===== config.mk =====
export PLATFORM = sky130hd
export DESIGN_NAME = length_framed_packet_deframer_top
export DESIGN_NICKNAME = d
export VERILOG_FILES = /design/src/lfd_pkg.sv /design/src/lfd_in_stage.sv /design/src/lfd_parser.sv /design/src/length_framed_packet_deframer_top.sv
export SDC_FILE = /design/constraint.sdc
export NUM_CORES = 1
export LEC_CHECK = 0
export BUFFER_PORTS_ARGS = -buffer_cell sky130_fd_sc_hd__buf_2
export CAP_MARGIN = 20
export CORE_MARGIN = 3
export CORE_UTILIZATION = 39
export CTS_CLUSTER_DIAMETER = 50
export DETAILED_ROUTE_END_ITERATION = 8
export SLEW_MARGIN = 10
export SYNTH_ARGS = -nofsm -noshare
export SYNTH_HDL_FRONTEND = slang
export SYNTH_HIERARCHICAL = 1
export SYNTH_SLANG_ARGS = --single-unit

===== constraint.sdc =====
create_clock -name clk -period 4.4 [get_ports clk]
set_input_delay 0 -clock clk [delete_from_list [all_inputs] [get_ports clk]]
set_output_delay 0 -clock clk [all_outputs]
set_load 0.02 [all_outputs]

===== src/lfd_pkg.sv =====
// Shared types and constants for the length-framed packet deframer.
// Used by lfd_in_stage, lfd_parser and length_framed_packet_deframer_top.
`default_nettype none

package lfd_pkg;

  localparam logic [7:0]  START_BYTE      = 8'h01;
  localparam logic [7:0]  END_BYTE        = 8'h04;
  localparam logic [15:0] MAX_LEN_RESET   = 16'd1020;

  typedef enum logic [2:0] {
    PH_WAIT   = 3'd0,
    PH_LEN_HI = 3'd1,
    PH_LEN_LO = 3'd2,
    PH_BODY   = 3'd3
  } phase_t;

  typedef enum logic [2:0] {
    EV_HEADER    = 3'd0,
    EV_PAYLOAD   = 3'd1,
    EV_DONE      = 3'd2,
    EV_BAD_START = 3'd3,
    EV_BAD_END   = 3'd4,
    EV_TOO_LONG  = 3'd5
  } event_t;

  // Registered input item handed from the input stage to the parser.
  typedef struct packed {
    logic       valid;
    logic [7:0] rx_byte;
  } in_item_t;

endpackage

`default_nettype wire


===== src/lfd_in_stage.sv =====
// Input register stage: captures one received byte per accepted item.
// Depends on lfd_pkg for the in_item_t struct.
`default_nettype none

module lfd_in_stage (
  input  wire logic              clk,
  input  wire logic              rst_n,
  input  wire logic              in_valid,
  output logic                   in_ready,
  input  wire logic [7:0]        in_rx_byte,
  input  wire logic              take,
  output lfd_pkg::in_item_t      item
);
  import lfd_pkg::*;

  logic       valid_r, valid_nxt;
  logic [7:0] byte_r;

  // Refill in the same cycle the parser drains the held item.
  assign in_ready = !valid_r || take;

  always_comb begin
    valid_nxt = valid_r;
    if (in_valid && in_ready) begin
      valid_nxt = 1'b1;
    end else if (take) begin
      valid_nxt = 1'b0;
    end
  end

  always_ff @(posedge clk) begin
    if (!rst_n) begin
      valid_r <= 1'b0;
    end else begin
      valid_r <= valid_nxt;
    end
  end

  always_ff @(posedge clk) begin
    if (in_valid && in_ready) begin
      byte_r <= in_rx_byte;
    end
  end

  assign item.valid   = valid_r;
  assign item.rx_byte = byte_r;

endmodule

`default_nettype wire


===== src/lfd_parser.sv =====
// Frame state machine and result register of the deframer.
// Depends on lfd_pkg for phase/event codes and the in_item_t struct.
`default_nettype none

module lfd_parser (
  input  wire logic              clk,
  input  wire logic              rst_n,
  input  wire lfd_pkg::in_item_t item,
  output logic                   take,
  input  wire logic [15:0]       max_len,
  output logic                   out_valid,
  input  wire logic              out_ready,
  output logic [2:0]             out_event_kind,
  output logic [7:0]             out_payload_data,
  output logic [15:0]            out_payload_index,
  output logic                   out_last_payload,
  output logic [15:0]            out_frame_length
);
  import lfd_pkg::*;

  phase_t      phase_r, phase_nxt;
  logic [15:0] alen_r, alen_nxt;
  logic [15:0] cnt_r, cnt_nxt;
  logic        out_valid_r, out_valid_nxt;

  event_t      kind;
  logic [7:0]  data;
  logic [15:0] idx;
  logic        last;
  logic [15:0] flen;

  logic [2:0]  kind_r;
  logic [7:0]  data_r;
  logic [15:0] idx_r;
  logic        last_r;
  logic [15:0] flen_r;

  logic [7:0]  b;

  assign b    = item.rx_byte;
  assign take = item.valid && (!out_valid_r || out_ready);

  always_comb begin
    phase_nxt = phase_r;
    alen_nxt  = alen_r;
    cnt_nxt   = cnt_r;
    kind      = EV_HEADER;
    data      = 8'd0;
    idx       = 16'd0;
    last      = 1'b0;
    flen      = 16'd0;
    unique case (phase_r)
      PH_LEN_HI: begin
        alen_nxt  = {b, 8'd0};
        flen      = {b, 8'd0};
        phase_nxt = PH_LEN_LO;
      end
      PH_LEN_LO: begin
        alen_nxt = {alen_r[15:8], b};
        flen     = {alen_r[15:8], b};
        cnt_nxt  = 16'd0;
        if ({alen_r[15:8], b} > max_len) begin
          kind      = EV_TOO_LONG;
          phase_nxt = PH_WAIT;
        end else begin
          phase_nxt = PH_BODY;
        end
      end
      PH_BODY: begin
        flen = alen_r;
        if (cnt_r < alen_r) begin
          kind    = EV_PAYLOAD;
          data    = b;
          idx     = cnt_r;
          last    = ({1'b0, cnt_r} + 17'd1) == {1'b0, alen_r};
          cnt_nxt = cnt_r + 16'd1;
        end else begin
          kind      = (b == END_BYTE) ? EV_DONE : EV_BAD_END;
          phase_nxt = PH_WAIT;
        end
      end
      default: begin
        // Waiting, and any unused phase code: clear the frame state.
        alen_nxt = 16'd0;
        cnt_nxt  = 16'd0;
        if (b == START_BYTE) begin
          kind      = EV_HEADER;
          phase_nxt = PH_LEN_HI;
        end else begin
          kind      = EV_BAD_START;
          phase_nxt = PH_WAIT;
        end
      end
    endcase
  end

  always_comb begin
    out_valid_nxt = out_valid_r;
    if (take) begin
      out_valid_nxt = 1'b1;
    end else if (out_ready) begin
      out_valid_nxt = 1'b0;
    end
  end

  always_ff @(posedge clk) begin
    if (!rst_n) begin
      phase_r     <= PH_WAIT;
      alen_r      <= 16'd0;
      cnt_r       <= 16'd0;
      out_valid_r <= 1'b0;
    end else begin
      out_valid_r <= out_valid_nxt;
      // Advance frame state only when an item moves into the result register.
      if (take) begin
        phase_r <= phase_nxt;
        alen_r  <= alen_nxt;
        cnt_r   <= cnt_nxt;
      end
    end
  end

  always_ff @(posedge clk) begin
    if (take) begin
      kind_r <= kind;
      data_r <= data;
      idx_r  <= idx;
      last_r <= last;
      flen_r <= flen;
    end
  end

  assign out_valid         = out_valid_r;
  assign out_event_kind    = kind_r;
  assign out_payload_data  = data_r;
  assign out_payload_index = idx_r;
  assign out_last_payload  = last_r;
  assign out_frame_length  = flen_r;

  a_last_is_payload: assert property (@(posedge clk) disable iff (!rst_n)
    out_valid_r && last_r |-> kind_r == EV_PAYLOAD)
    else $error("last mark on a non-payload item");

  a_index_in_frame: assert property (@(posedge clk) disable iff (!rst_n)
    out_valid_r && kind_r == EV_PAYLOAD |-> idx_r < flen_r)
    else $error("payload index outside announced length");

  a_count_bounded: assert property (@(posedge clk) disable iff (!rst_n)
    phase_r == PH_BODY |-> cnt_r <= alen_r)
    else $error("payload count ran past announced length");

  a_body_holds: assert property (@(posedge clk) disable iff (!rst_n)
    take && phase_r == PH_BODY && cnt_r < alen_r |=> phase_r == PH_BODY)
    else $error("left payload phase before the last payload byte");

endmodule

`default_nettype wire


===== src/length_framed_packet_deframer_top.sv =====
// Top level of the length-framed packet deframer: config register and stages.
// Depends on lfd_pkg, lfd_in_stage and lfd_parser.
// Path: an accepted byte passes through the input register, then the result register.
// Throughput: one byte per cycle while out_ready holds; the frame state advances with each byte taken.
// Reset (rst_n low, synchronous): waits for a start byte, limit back to 1020.
`default_nettype none

module length_framed_packet_deframer_top (
  input  wire logic        clk,
  input  wire logic        rst_n,
  input  wire logic        in_valid,
  output logic             in_ready,
  input  wire logic [7:0]  in_rx_byte,
  output logic             out_valid,
  input  wire logic        out_ready,
  output logic [2:0]       out_event_kind,
  output logic [7:0]       out_payload_data,
  output logic [15:0]      out_payload_index,
  output logic             out_last_payload,
  output logic [15:0]      out_frame_length,
  input  wire logic        cfg_we,
  input  wire logic [15:0] cfg_wdata
);
  import lfd_pkg::*;

  logic [15:0] max_len_r;
  in_item_t    item;
  logic        take;

  always_ff @(posedge clk) begin
    if (!rst_n) begin
      max_len_r <= MAX_LEN_RESET;
    end else if (cfg_we) begin
      max_len_r <= cfg_wdata;
    end
  end

  lfd_in_stage u_in_stage (
    .clk        (clk),
    .rst_n      (rst_n),
    .in_valid   (in_valid),
    .in_ready   (in_ready),
    .in_rx_byte (in_rx_byte),
    .take       (take),
    .item       (item)
  );

  lfd_parser u_parser (
    .clk               (clk),
    .rst_n             (rst_n),
    .item              (item),
    .take              (take),
    .max_len           (max_len_r),
    .out_valid         (out_valid),
    .out_ready         (out_ready),
    .out_event_kind    (out_event_kind),
    .out_payload_data  (out_payload_data),
    .out_payload_index (out_payload_index),
    .out_last_payload  (out_last_payload),
    .out_frame_length  (out_frame_length)
  );

endmodule

`default_nettype wire

==> results of run 1 <==
## flip-flops by register name, indices dropped and copies added (netlist names)
signal                      count
max_len_r                      16
u_parser/out_payload_data       8
u_parser/out_valid              1
u_parser/phase_r                2
u_parser/alen_r                16
u_parser/cnt_r                 16
u_parser/out_frame_length      16
u_parser/out_event_kind         3
u_parser/out_payload_index     16
u_in_stage/valid_r              1
u_in_stage/byte_r               8
u_parser/out_last_payload       1
## synthesized netlist by cell type (3+ instances only)
master,n
sky130_fd_sc_hd__dfxtp_1,52
sky130_fd_sc_hd__edfxtp_1,52
sky130_fd_sc_hd__nand2_1,52
sky130_fd_sc_hd__nor2_1,46
sky130_fd_sc_hd__inv_1,38
sky130_fd_sc_hd__a21oi_1,37
sky130_fd_sc_hd__ha_1,33
sky130_fd_sc_hd__and3_1,27
sky130_fd_sc_hd__mux2i_1,26
sky130_fd_sc_hd__o21ai_0,16
sky130_fd_sc_hd__clkbuf_1,15
sky130_fd_sc_hd__nand3_1,15
sky130_fd_sc_hd__nor2b_1,15
sky130_fd_sc_hd__nand4_1,13
sky130_fd_sc_hd__o211ai_1,11
sky130_fd_sc_hd__xnor2_1,9
sky130_fd_sc_hd__xor2_1,7
sky130_fd_sc_hd__nand2b_1,6
sky130_fd_sc_hd__nor3_1,6
sky130_fd_sc_hd__o31ai_1,6
sky130_fd_sc_hd__a31oi_1,5
sky130_fd_sc_hd__buf_6,5
sky130_fd_sc_hd__o21ai_1,5
sky130_fd_sc_hd__a21o_1,4
sky130_fd_sc_hd__and4_1,4
sky130_fd_sc_hd__buf_2,3
sky130_fd_sc_hd__buf_4,3
sky130_fd_sc_hd__nor4_1,3
sky130_fd_sc_hd__or3_1,3
sky130_fd_sc_hd__or4_1,3
## routing by layer
layer,part of all wire,GRT usage,routed length [µm]
met3,0.052,0.03731,745
met5,0,0,0
met2,0.49,0.3158,6970
met1,0.44,0.2335,6196
met4,0.021,0.07286,293
## stage by stage
| step | util | power, µW | instances |
|---|---|---|---|
| 3_5_place_dp | 0.4404 | 1386 | 785 |
| 3_3_place_gp | 0.4404 | 1381 | 785 |
| 4_1_cts | 0.4801 | 2153 | 827 |
| 6_report | 0.4801 | 2138 | 827 |
| 2_1_floorplan | - | 1300 | 560 |
| 5_1_grt | 0.4801 | 2225 | 827 |
## critical path, delay by kind of cell, from the launching register on
family | cells | cell delay [ns]
adder cells (fa/ha/maj) | 1 | 0.32
AO/OA/AOI/OAI | 3 | 0.58
flip-flops | 1 | 0.52
AND/OR/NAND/NOR | 4 | 1.28
## where the power goes
group | switching, µW | total (µW) | internal, µW
Clock | 355 | 754 | 399
Combinational | 176 | 281 | 104
Sequential | 36.9 | 1100 | 1070
## worst max path at each step
stage	from	end	cells past startpoint
floorplan	u_parser/out_valid	u_in_stage/byte_r[0]	7
global placement	u_parser/cnt_r[13]	u_parser/cnt_r[10]	8
detailed placement	u_parser/cnt_r[13]	u_parser/cnt_r[12]	8
CTS	u_parser/cnt_r[13]	u_parser/cnt_r[12]	8
global route	u_parser/alen_r[12]	u_parser/cnt_r[12]	9
finish	u_parser/cnt_r[13]	u_parser/cnt_r[12]	8
## kinds of logic after synthesis
| group | count (synthesis) | synth area share |
|---|---|---|
| adder cells (fa/ha/maj) | 33 | 0.07502 |
| multiplexers | 26 | 0.04728 |
| buffers and inverters | 69 | 0.06001 |
| AO/OA/AOI/OAI | 103 | 0.1203 |
| AND/OR/NAND/NOR | 208 | 0.1962 |
| XOR/XNOR | 17 | 0.02842 |
| flip-flops | 104 | 0.4728 |
## final cells by class
cell class	count	area (µm²)	share of cell area
Timing Repair Buffer	105	668.1	0.1030
Multi-Input combinational cell	387	2571	0.3966
Tap cell	176	220.2	0.03396
Clock buffer	11	242.7	0.03744
Sequential cell	104	2603	0.4014
Inverter	39	146.4	0.02258
Clock inverter	5	32.53	0.005017
==> qor.csv, run 1 <==
stage;metric;value;unit
yosys;post-synthesis average cell area;9.829;µm²
yosys;library cell with the largest summed area after synthesis;sky130_fd_sc_hd__edfxtp_1;
placement;worst setup slack before clock tree synthesis;1.670;ns
sta;skew final;0.01146;ns
detailed_routing;routed wire length;14210;µm
pwr;maximum resistive drop on vdd;0.1647;mV
finish;Finished Cell Area;6484;µm²
setup_path;ordered list of cells on the worst path;ha_1 -> a21oi_1 -> o21ai_1 -> nor4_2 -> nand3_1 -> nor2_1 -> nand3_2 -> o31ai_1;
sta;Peak Freq;0.3556;GHz
floorplanning;I/O pin count;75;
setup_path;Worst Reg-to-Reg Cells;8;
pwr;reported leakage power;0.002675;µW
setup_path;critical path startpoint category;flip-flop;
hold_path;class of the most critical hold timing path;input pin to flip-flop;
floorplanning;area inside the core boundary;13510;µm²
floorplanning;die width;124.8;µm
yosys;ys async rst share;0;
placement;DPL Wire Length;10090;µm
setup_path;maximum single-stage delay on the critical path;0.52;ns
global_routing;largest net degree at the start of global routing;36;
finish;filler cell count in the final layout;1290;
yosys;Most used DFF post-synth;sky130_fd_sc_hd__edfxtp_1;
yosys;number of enable flip-flop cells after synthesis;52;
detailed_routing;Detailed Route Iter0 Violations;444;
yosys;Yosys reg bits;104;
hold_path;hold depth;2;
floorplanning;Initial Util;0.4075;
cts;Max H-tree Level;3;
cts;number of buffers created by CTS;9;
yosys;Post-Synthesis Cell Area;5504;µm²
setup_path;internal reg-to-reg setup slack;1.59;ns
sta;Tmin final;2.812;ns
detailed_routing;routed via count;4507;
cts;Clock Path Buffers;2;
pwr;power per unit of standard cell area;329.8;nW/µm²
yosys;Syn Inst Count;560;
status;outcome;complete, no violations;
cts;clock sink count;104;
flow_run;number of violations of the max-capacitance limit;0;
cts;post-cts hold buffer count;26;
global_routing;initial antenna violation count;0;
yosys;proportion of synthesized chip area in sequential cells;0.4728;
yosys;most area-consuming cells after synthesis;sky130_fd_sc_hd__edfxtp_1 28%, sky130_fd_sc_hd__dfxtp_1 19%, sky130_fd_sc_hd__ha_1 7.5%;
setup_path;WP data arrival;3.07;ns
cts;clock tree from TritonCTS;built;
placement;total placed instance area;5948;µm²
sta;number of failing hold endpoints at the final stage;0;
global_routing;aggregate global-route resource usage;0.1864;
detailed_routing;routed length per placed instance;17.18;µm
finish;Layout Nets;708;
placement;number of buffers inserted by port buffering;74;
detailed_routing;Routed Antenna Nets;0;
setup_path;CP required;4.66;ns
global_routing;aggregate global routing overflow;0;
floorplanning;Total Die Area;15570;µm²
sta;post-route clock period utilization;0.6391;
setup_path;critical-path maximum fanout;9;
finish;leading cell type in the layout, fill and taps excluded;sky130_fd_sc_hd__buf_2;
hold_path;Worst Min Path Start;rst_n;
detailed_routing;number of iterations in the first detailed-routing pass;6;
global_routing;number of global-route vias before repair;4451;
sta;post-layout worst setup margin;1.588;ns
hold_path;Worst Hold End;max_len_r[5];
yosys;number of nets produced by synthesis;622;
sta;Slew Viols, Final;0;
cts;clock transition time at the flip-flop clock pins of the worst setup and hold paths;0.06;ns
cts;buffer cell driving the clock tree root;sky130_fd_sc_hd__clkbuf_16;
yosys;post-synth top area share;0.2837;
finish;share of layout cells above drive strength 1;0.1720;
sta;Finish-stage setup viols;0;
sta;unrepaired setup endpoints after global routing;no;
finish;antenna diode count;0;
sta;slew of the pin with the lowest slew margin;0.7481;ns
setup_path;end of the worst register-to-register path;u_parser/cnt_r[12];
setup_path;highest-delay cell along the critical path;sky130_fd_sc_hd__dfxtp_1;
detailed_routing;DRC viols;0;
placement;RD Place Congestion;0.9661;
detailed_routing;ratio of routed vias to standard cells;5.450;
cts;Clk Latency, worst-skew pair;0.36;ns
sta;final-layout worst hold slack;0.1057;ns
cts;Resize count post-CTS;0;
setup_path;Worst setup EP type;flip-flop;
yosys;total of warnings raised by yosys;6;
cts;setup bufs post-CTS;0;
finish;area grow syn2layout;17.80;%
sta;worst max-slew margin expressed relative to the limit;0.5006;
finish;leading cell types in the layout, fill and taps excluded;74 x sky130_fd_sc_hd__buf_2, 52 x sky130_fd_sc_hd__nand2_1, 52 x sky130_fd_sc_hd__dfxtp_1, 52 x sky130_fd_sc_hd__edfxtp_1, 46 x sky130_fd_sc_hd__nor2_1;
floorplanning;# rows;42;
global_routing;global-route wire length before repair;23210;µm
setup_path;type of the worst setup path;flip-flop to flip-flop;
floorplanning;Die Y-Extent;124.8;µm
sta;sum of negative setup slack;0;ns
setup_path;reg-to-reg critical path startpoint;u_parser/cnt_r[13];
yosys;number of distinct library cells after synthesis;64;
No activity file was read; power rests on OpenSTA's default activity.
==> run 2, diff against run 1 <==
==> constraint.sdc (replaced) <==
create_clock -name clk -period 2.94 [get_ports clk]
set_input_delay 0 -clock clk [delete_from_list [all_inputs] [get_ports clk]]
set_output_delay 0 -clock clk [all_outputs]
set_load 0.02 [all_outputs]
==> qor.csv, run 2 (same netlist as run 1, synthesis figures left out) <==
stage;metric;value;unit;change
status;outcome;complete, no violations;;unchanged
sta;skew final;0.01298;ns;was 0.01146 ns
cts;clock sink count;104;;unchanged
pwr;maximum resistive drop on vdd;0.2275;mV;was 0.1647 mV
sta;post-route clock period utilization;0.9222;;was 0.6391
finish;non-filler cells in the finished layout;843;;was 827
sta;post-layout worst setup margin;0.2286;ns;was 1.588 ns
cts;setup bufs post-CTS;0;;unchanged
cts;number of buffers created by CTS;9;;unchanged
floorplanning;Total Die Area;15570;µm²;unchanged
sta;unrepaired setup endpoints after global routing;no;;unchanged
sta;sum of negative setup slack;0;ns;unchanged
floorplanning;Die Y-Extent;124.8;µm;unchanged
finish;leading cell type in the layout, fill and taps excluded;sky130_fd_sc_hd__buf_2;;unchanged
detailed_routing;routed via count;4561;;was 4507
cts;Max H-tree Level;3;;unchanged
floorplanning;Initial Util;0.4075;;unchanged
floorplanning;# rows;42;;unchanged
flow_run;number of violations of the max-capacitance limit;0;;unchanged
detailed_routing;DRC viols;0;;unchanged
setup_path;type of the worst setup path;flip-flop to flip-flop;;unchanged
global_routing;global-route wire length before repair;24030;µm;was 23210 µm
setup_path;Worst setup EP type;flip-flop;;unchanged
detailed_routing;Detailed Route Iter0 Violations;357;;was 444
detailed_routing;routed length per placed instance;17.32;µm;was 17.18 µm
floorplanning;I/O pin count;75;;unchanged
pwr;power per unit of standard cell area;490.0;nW/µm²;was 329.8 nW/µm²
sta;number of failing hold endpoints at the final stage;0;;unchanged
floorplanning;area inside the core boundary;13510;µm²;unchanged
detailed_routing;routed wire length;14600;µm;was 14210 µm
hold_path;class of the most critical hold timing path;input pin to flip-flop;;unchanged
detailed_routing;metal3 WL;783;µm;was 745 µm
finish;leading cell types in the layout, fill and taps excluded;74 x sky130_fd_sc_hd__buf_2, 52 x sky130_fd_sc_hd__nand2_1, 52 x sky130_fd_sc_hd__dfxtp_1, 52 x sky130_fd_sc_hd__edfxtp_1, 45 x sky130_fd_sc_hd__nor2_1;;was 74 x sky130_fd_sc_hd__buf_2, 52 x sky130_fd_sc_hd__nand2_1, 52 x sky130_fd_sc_hd__dfxtp_1, 52 x sky130_fd_sc_hd__edfxtp_1, 46 x sky130_fd_sc_hd__nor2_1
setup_path;critical-path maximum fanout;9;;unchanged
cts;clock tree from TritonCTS;built;;unchanged
sta;worst max-slew margin expressed relative to the limit;0.5777;;was 0.5006
detailed_routing;ratio of routed vias to standard cells;5.410;;was 5.450
cts;Clk Latency, worst-skew pair;0.35;ns;was 0.36 ns
finish;area grow syn2layout;20.19;%;was 17.80%
global_routing;number of global-route vias before repair;4580;;was 4451
finish;share of layout cells above drive strength 1;0.1949;;was 0.1720
global_routing;aggregate global-route resource usage;0.1915;;was 0.1864
sta;slew of the pin with the lowest slew margin;0.6328;ns;was 0.7481 ns
placement;placed cell count;801;;was 785
cts;Clock Path Buffers;2;;unchanged
detailed_routing;number of iterations in the first detailed-routing pass;5;;was 6
setup_path;WP data arrival;2.97;ns;was 3.07 ns
detailed_routing;top metal layer carrying routed signals;met4;;unchanged
cts;clock transition time at the flip-flop clock pins of the worst setup and hold paths;0.08;ns;was 0.06 ns
finish;Layout Nets;724;;was 708
floorplanning;die width;124.8;µm;unchanged
finish;end-of-flow core utilization;0.4898;;was 0.4801
detailed_routing;detailed route wirelength on metal2;6942;µm;was 6970 µm
global_routing;initial antenna violation count;0;;unchanged
placement;RD Place Congestion;0.9362;;was 0.9661
placement;number of buffers inserted by port buffering;74;;unchanged
sta;Tmin final;2.711;ns;was 2.812 ns
detailed_routing;detailed-route wire length on metal 1;6450;µm;was 6196 µm
setup_path;critical path startpoint category;flip-flop;;unchanged
sta;Finish-stage setup viols;0;;unchanged
sta;Peak Freq;0.3688;GHz;was 0.3556 GHz
global_routing;largest net degree at the start of global routing;38;;was 36
placement;worst setup slack before clock tree synthesis;0.1798;ns;was 1.670 ns
setup_path;CP required;3.19;ns;was 4.66 ns
global_routing;aggregate global routing overflow;0;;unchanged
finish;antenna diode count;0;;unchanged
detailed_routing;Routed Antenna Nets;0;;unchanged
pwr;reported leakage power;0.002761;µW;was 0.002675 µW
sta;Slew Viols, Final;0;;unchanged
placement;DPL Wire Length;10420;µm;was 10090 µm
cts;buffer cell driving the clock tree root;sky130_fd_sc_hd__clkbuf_16;;unchanged
[run 2: what timing repair did]
item / CTS / global route
setup endpoints to repair: 0 / 6
hold buffers: 26 / 0
hold endpoints to repair: 26 / 0
resized for setup: 0 / 1
[run 2: routing by layer]
metal  up-vias  GRT usage
met5         -          0
li1       2201          -
met4         0    0.07866
met1      2187     0.2449
met3        32    0.03516
met2       141     0.3190
[run 2: area by class of cell]
| type | count | area, µm² |
|---|---|---|
| Fill cell | 1247 | 6890 |
| Sequential cell | 104 | 2603 |
| Multi-Input combinational cell | 387 | 2574 |
| Timing Repair Buffer | 121 | 788.3 |
| Clock buffer | 10 | 232.7 |
| Tap cell | 176 | 220.2 |
| Inverter | 39 | 146.4 |
| Clock inverter | 6 | 51.30 |
[run 2: critical path: stages (launching register included)]
cell                      delay, ns
sky130_fd_sc_hd__dfxtp_1       0.45
sky130_fd_sc_hd__inv_1         0.11
sky130_fd_sc_hd__ha_1          0.30
sky130_fd_sc_hd__nand4_1       0.12
sky130_fd_sc_hd__nor3_1        0.08
sky130_fd_sc_hd__nor4_2        0.26
sky130_fd_sc_hd__nand3_1       0.34
sky130_fd_sc_hd__nor2_2        0.36
sky130_fd_sc_hd__nand3_2       0.26
sky130_fd_sc_hd__o31ai_1       0.33
[run 2: metrics by stage]
step / instance area [µm²] / hold WS, ns / total power, µW
global route: 6615 / 0.1090 / 3376
floorplan: 5505 / 0.09887 / 1945
global placement: 6068 / 0.1774 / 2074
CTS: 6613 / 0.08890 / 3262
detailed placement: 6068 / 0.1781 / 2084
finish: 6615 / 0.1073 / 3241
[run 2: where the power goes]
part           internal [µW]  total (µW)  leakage [µW]  switching [µW]
sequential              1600        1640      0.000921            44.3
combinational            163         442       0.00170             279
clock                    598        1160      0.000143             562
[run 2: worst paths after layout]
| check | startpoint | endpoint | slack (ns) | cells past startpoint |
|---|---|---|---|---|
| worst max-delay path | u_parser/alen_r[12] | u_parser/cnt_r[12] | 0.23 | 9 |
| worst min-delay path | rst_n | u_parser/alen_r[0] | 0.11 | 4 |
| worst max register to register | u_parser/alen_r[12] | u_parser/cnt_r[12] | 0.23 | 9 |
| worst min register to register | max_len_r[6] | max_len_r[6] | 0.48 | 2 |
==> run 3, diff against run 2 <==
--- a/config.mk
+++ b/config.mk
@@ -8,7 +8,7 @@
 export BUFFER_PORTS_ARGS = -buffer_cell sky130_fd_sc_hd__buf_2
 export CAP_MARGIN = 20
 export CORE_MARGIN = 3
-export CORE_UTILIZATION = 39
+export CORE_UTILIZATION = 35
 export CTS_CLUSTER_DIAMETER = 50
 export DETAILED_ROUTE_END_ITERATION = 8
 export SLEW_MARGIN = 10
==> qor.csv, run 3 (same netlist as run 1, synthesis figures left out) <==
stage;metric;value;unit;change
sta;Peak Freq;0.3600;GHz;was 0.3688 GHz
pwr;switching portion of total power;0.2673;;was 0.2730
detailed_routing;Detailed Route Iter0 Violations;386;;was 357
sta;worst max-slew margin expressed relative to the limit;0.5455;;was 0.5777
detailed_routing;Routed Antenna Nets;0;;unchanged
sta;Tmin final;2.778;ns;was 2.711 ns
setup_path;type of the worst setup path;flip-flop to flip-flop;;unchanged
finish;end-of-flow core utilization;0.4379;;was 0.4898
setup_path;CP required;3.23;ns;was 3.19 ns
detailed_routing;routed via count;4548;;was 4561
floorplanning;# rows;45;;was 42
setup_path;start point of the critical path;u_parser/alen_r[15];;was u_parser/alen_r[12]
floorplanning;Total Die Area;17270;µm²;was 15570 µm²
floorplanning;area inside the core boundary;15310;µm²;was 13510 µm²
finish;Finished Cell Area;6706;µm²;was 6615 µm²
finish;area grow syn2layout;21.85;%;was 20.19%
finish;leading cell types in the layout, fill and taps excluded;74 x sky130_fd_sc_hd__buf_2, 52 x sky130_fd_sc_hd__nand2_1, 52 x sky130_fd_sc_hd__dfxtp_1, 52 x sky130_fd_sc_hd__edfxtp_1, 45 x sky130_fd_sc_hd__nor2_1;;unchanged
global_routing;largest net degree at the start of global routing;38;;unchanged
floorplanning;Die Y-Extent;131.4;µm;was 124.8 µm
hold_path;class of the most critical hold timing path;input pin to flip-flop;;unchanged
cts;number of buffers created by CTS;9;;unchanged
sta;sum of negative setup slack;0;ns;unchanged
detailed_routing;ratio of routed vias to standard cells;5.162;;was 5.410
detailed_routing;routed length per placed instance;17.13;µm;was 17.32 µm
finish;leading cell type in the layout, fill and taps excluded;sky130_fd_sc_hd__buf_2;;unchanged
placement;number of buffers inserted by port buffering;74;;unchanged
status;outcome;complete, no violations;;unchanged
floorplanning;I/O pin count;75;;unchanged
cts;clock sink count;104;;unchanged
detailed_routing;number of iterations in the first detailed-routing pass;5;;unchanged
cts;Clock Path Buffers;2;;unchanged
detailed_routing;routed wire length;15090;µm;was 14600 µm
placement;total placed instance area;6135;µm²;was 6068 µm²
cts;clock tree from TritonCTS;built;;unchanged
floorplanning;die width;131.4;µm;was 124.8 µm
pwr;total power;3340;µW;was 3241 µW
setup_path;internal reg-to-reg setup slack;0.16;ns;was 0.23 ns
pwr;Cell Int Power;2447;µW;was 2356 µW
setup_path;Worst Reg-to-Reg Cells;9;;unchanged
sta;post-route clock period utilization;0.9447;;was 0.9222
setup_path;reg-to-reg critical path startpoint;u_parser/alen_r[15];;was u_parser/alen_r[12]
global_routing;number of global-route vias before repair;4431;;was 4580
global_routing;initial antenna violation count;0;;unchanged
global_routing;global-route wire length before repair;24540;µm;was 24030 µm
cts;Max H-tree Level;3;;unchanged
placement;RD Place Congestion;0.9209;;was 0.9362
finish;antenna diode count;0;;unchanged
pwr;power per unit of standard cell area;498.0;nW/µm²;was 490.0 nW/µm²
sta;Slew Viols, Final;0;;unchanged
sta;skew final;0.007173;ns;was 0.01298 ns
finish;share of layout cells above drive strength 1;0.1970;;was 0.1949
setup_path;end point of the critical path;u_parser/cnt_r[13];;was u_parser/cnt_r[12]
sta;number of failing hold endpoints at the final stage;0;;unchanged
cts;Clk Latency, worst-skew pair;0.36;ns;was 0.35 ns
pwr;net switching power;892.6;µW;was 884.7 µW
sta;slew of the pin with the lowest slew margin;0.6645;ns;was 0.6328 ns
pwr;reported leakage power;0.002786;µW;was 0.002761 µW
global_routing;aggregate global-route resource usage;0.1790;;was 0.1915
pwr;maximum resistive drop on vdd;0.2985;mV;was 0.2275 mV
cts;setup bufs post-CTS;0;;unchanged
sta;Finish-stage setup viols;0;;unchanged
detailed_routing;DRC viols;0;;unchanged
setup_path;end of the worst register-to-register path;u_parser/cnt_r[13];;was u_parser/cnt_r[12]
cts;clock transition time at the flip-flop clock pins of the worst setup and hold paths;0.07;ns;was 0.08 ns
finish;Layout Nets;727;;was 724
sta;unrepaired setup endpoints after global routing;yes;;was no
setup_path;critical-path maximum fanout;30;;was 9
sta;final-layout worst hold slack;0.09789;ns;was 0.1073 ns
setup_path;WP data arrival;3.06;ns;was 2.97 ns
cts;buffer cell driving the clock tree root;sky130_fd_sc_hd__clkbuf_16;;unchanged
global_routing;aggregate global routing overflow;0;;unchanged
pwr;clock power share;0.376;;was 0.358
pwr;logic gate share of total power;0.133;;was 0.136
floorplanning;Initial Util;0.3594;;was 0.4075
flow_run;number of violations of the max-capacitance limit;0;;unchanged
setup_path;critical path startpoint category;flip-flop;;unchanged
pwr;part of the total power dissipated in sequential elements;0.491;;was 0.506
setup_path;Worst setup EP type;flip-flop;;unchanged
placement;DPL Wire Length;10650;µm;was 10420 µm
==> run 3: area by class of cell <==
class	instances	area, µm²
Multi-Input combinational cell	387	2579
Clock buffer	10	239.0
Clock inverter	6	65.06
Inverter	39	146.4
Timing Repair Buffer	124	810.8
Sequential cell	104	2603
Fill cell	1485	8608
Tap cell	211	264.0
==> run 3: timing repair <==
action,4_1_cts,5_1_grt
pin swaps,0,1
resized for setup,1,1
endpoints found under the hold margin,26,0
setup endpoints to repair,1,5
hold buffers,26,0
==> run 3: worst min path at each step <==
| stage | from | end | cells after the start |
|---|---|---|---|
| after detailed placement | in_rx_byte[4] | u_in_stage/byte_r[4] | 1 |
| after floorplan | in_rx_byte[0] | u_in_stage/byte_r[0] | 0 |
| final | rst_n | u_parser/cnt_r[13] | 3 |
| after CTS | rst_n | u_parser/cnt_r[13] | 3 |
| after global placement | in_rx_byte[0] | u_in_stage/byte_r[0] | 1 |
| after global routing | rst_n | u_parser/alen_r[14] | 3 |
==> run 3: per-stage QoR <==
| stage | std cells | worst slack, ns |
|---|---|---|
| 2_1_floorplan | 560 | 0.3895 |
| 3_3_place_gp | 839 | 0.1240 |
| 3_5_place_dp | 839 | -0.005680 |
| 4_1_cts | 881 | 0.08991 |
| 5_1_grt | 881 | -0.03410 |
| 6_report | 881 | 0.1625 |
==> run 3: layer usage <==
layer	track usage	routed length, µm
met5	0	0
met4	0.06476	258
met3	0.03216	686
met2	0.2905	7281
met1	0.2401	6867
==> run 3: power groups by stage <==
stage / clock, µW / sequential (µW) / combinational (µW)
floorplan: 0 / 1700 / 241
finish: 1250 / 1640 / 446
global placement: 0 / 1670 / 405
detailed placement: 0 / 1670 / 412
global route: 1340 / 1650 / 490
CTS: 1280 / 1640 / 442
==> run 3: critical path, cell delays in order (launching register included) <==
cell and delay, ns:
sky130_fd_sc_hd__dfxtp_1 0.40, sky130_fd_sc_hd__inv_1 0.13, sky130_fd_sc_hd__ha_1 0.34, sky130_fd_sc_hd__nand4_1 0.15, sky130_fd_sc_hd__or3_1 0.40, sky130_fd_sc_hd__a211o_1 0.26, sky130_fd_sc_hd__and4_4 0.30, sky130_fd_sc_hd__o21ai_4 0.38
sky130_fd_sc_hd__o21ai_0 0.16, sky130_fd_sc_hd__a21oi_1 0.16
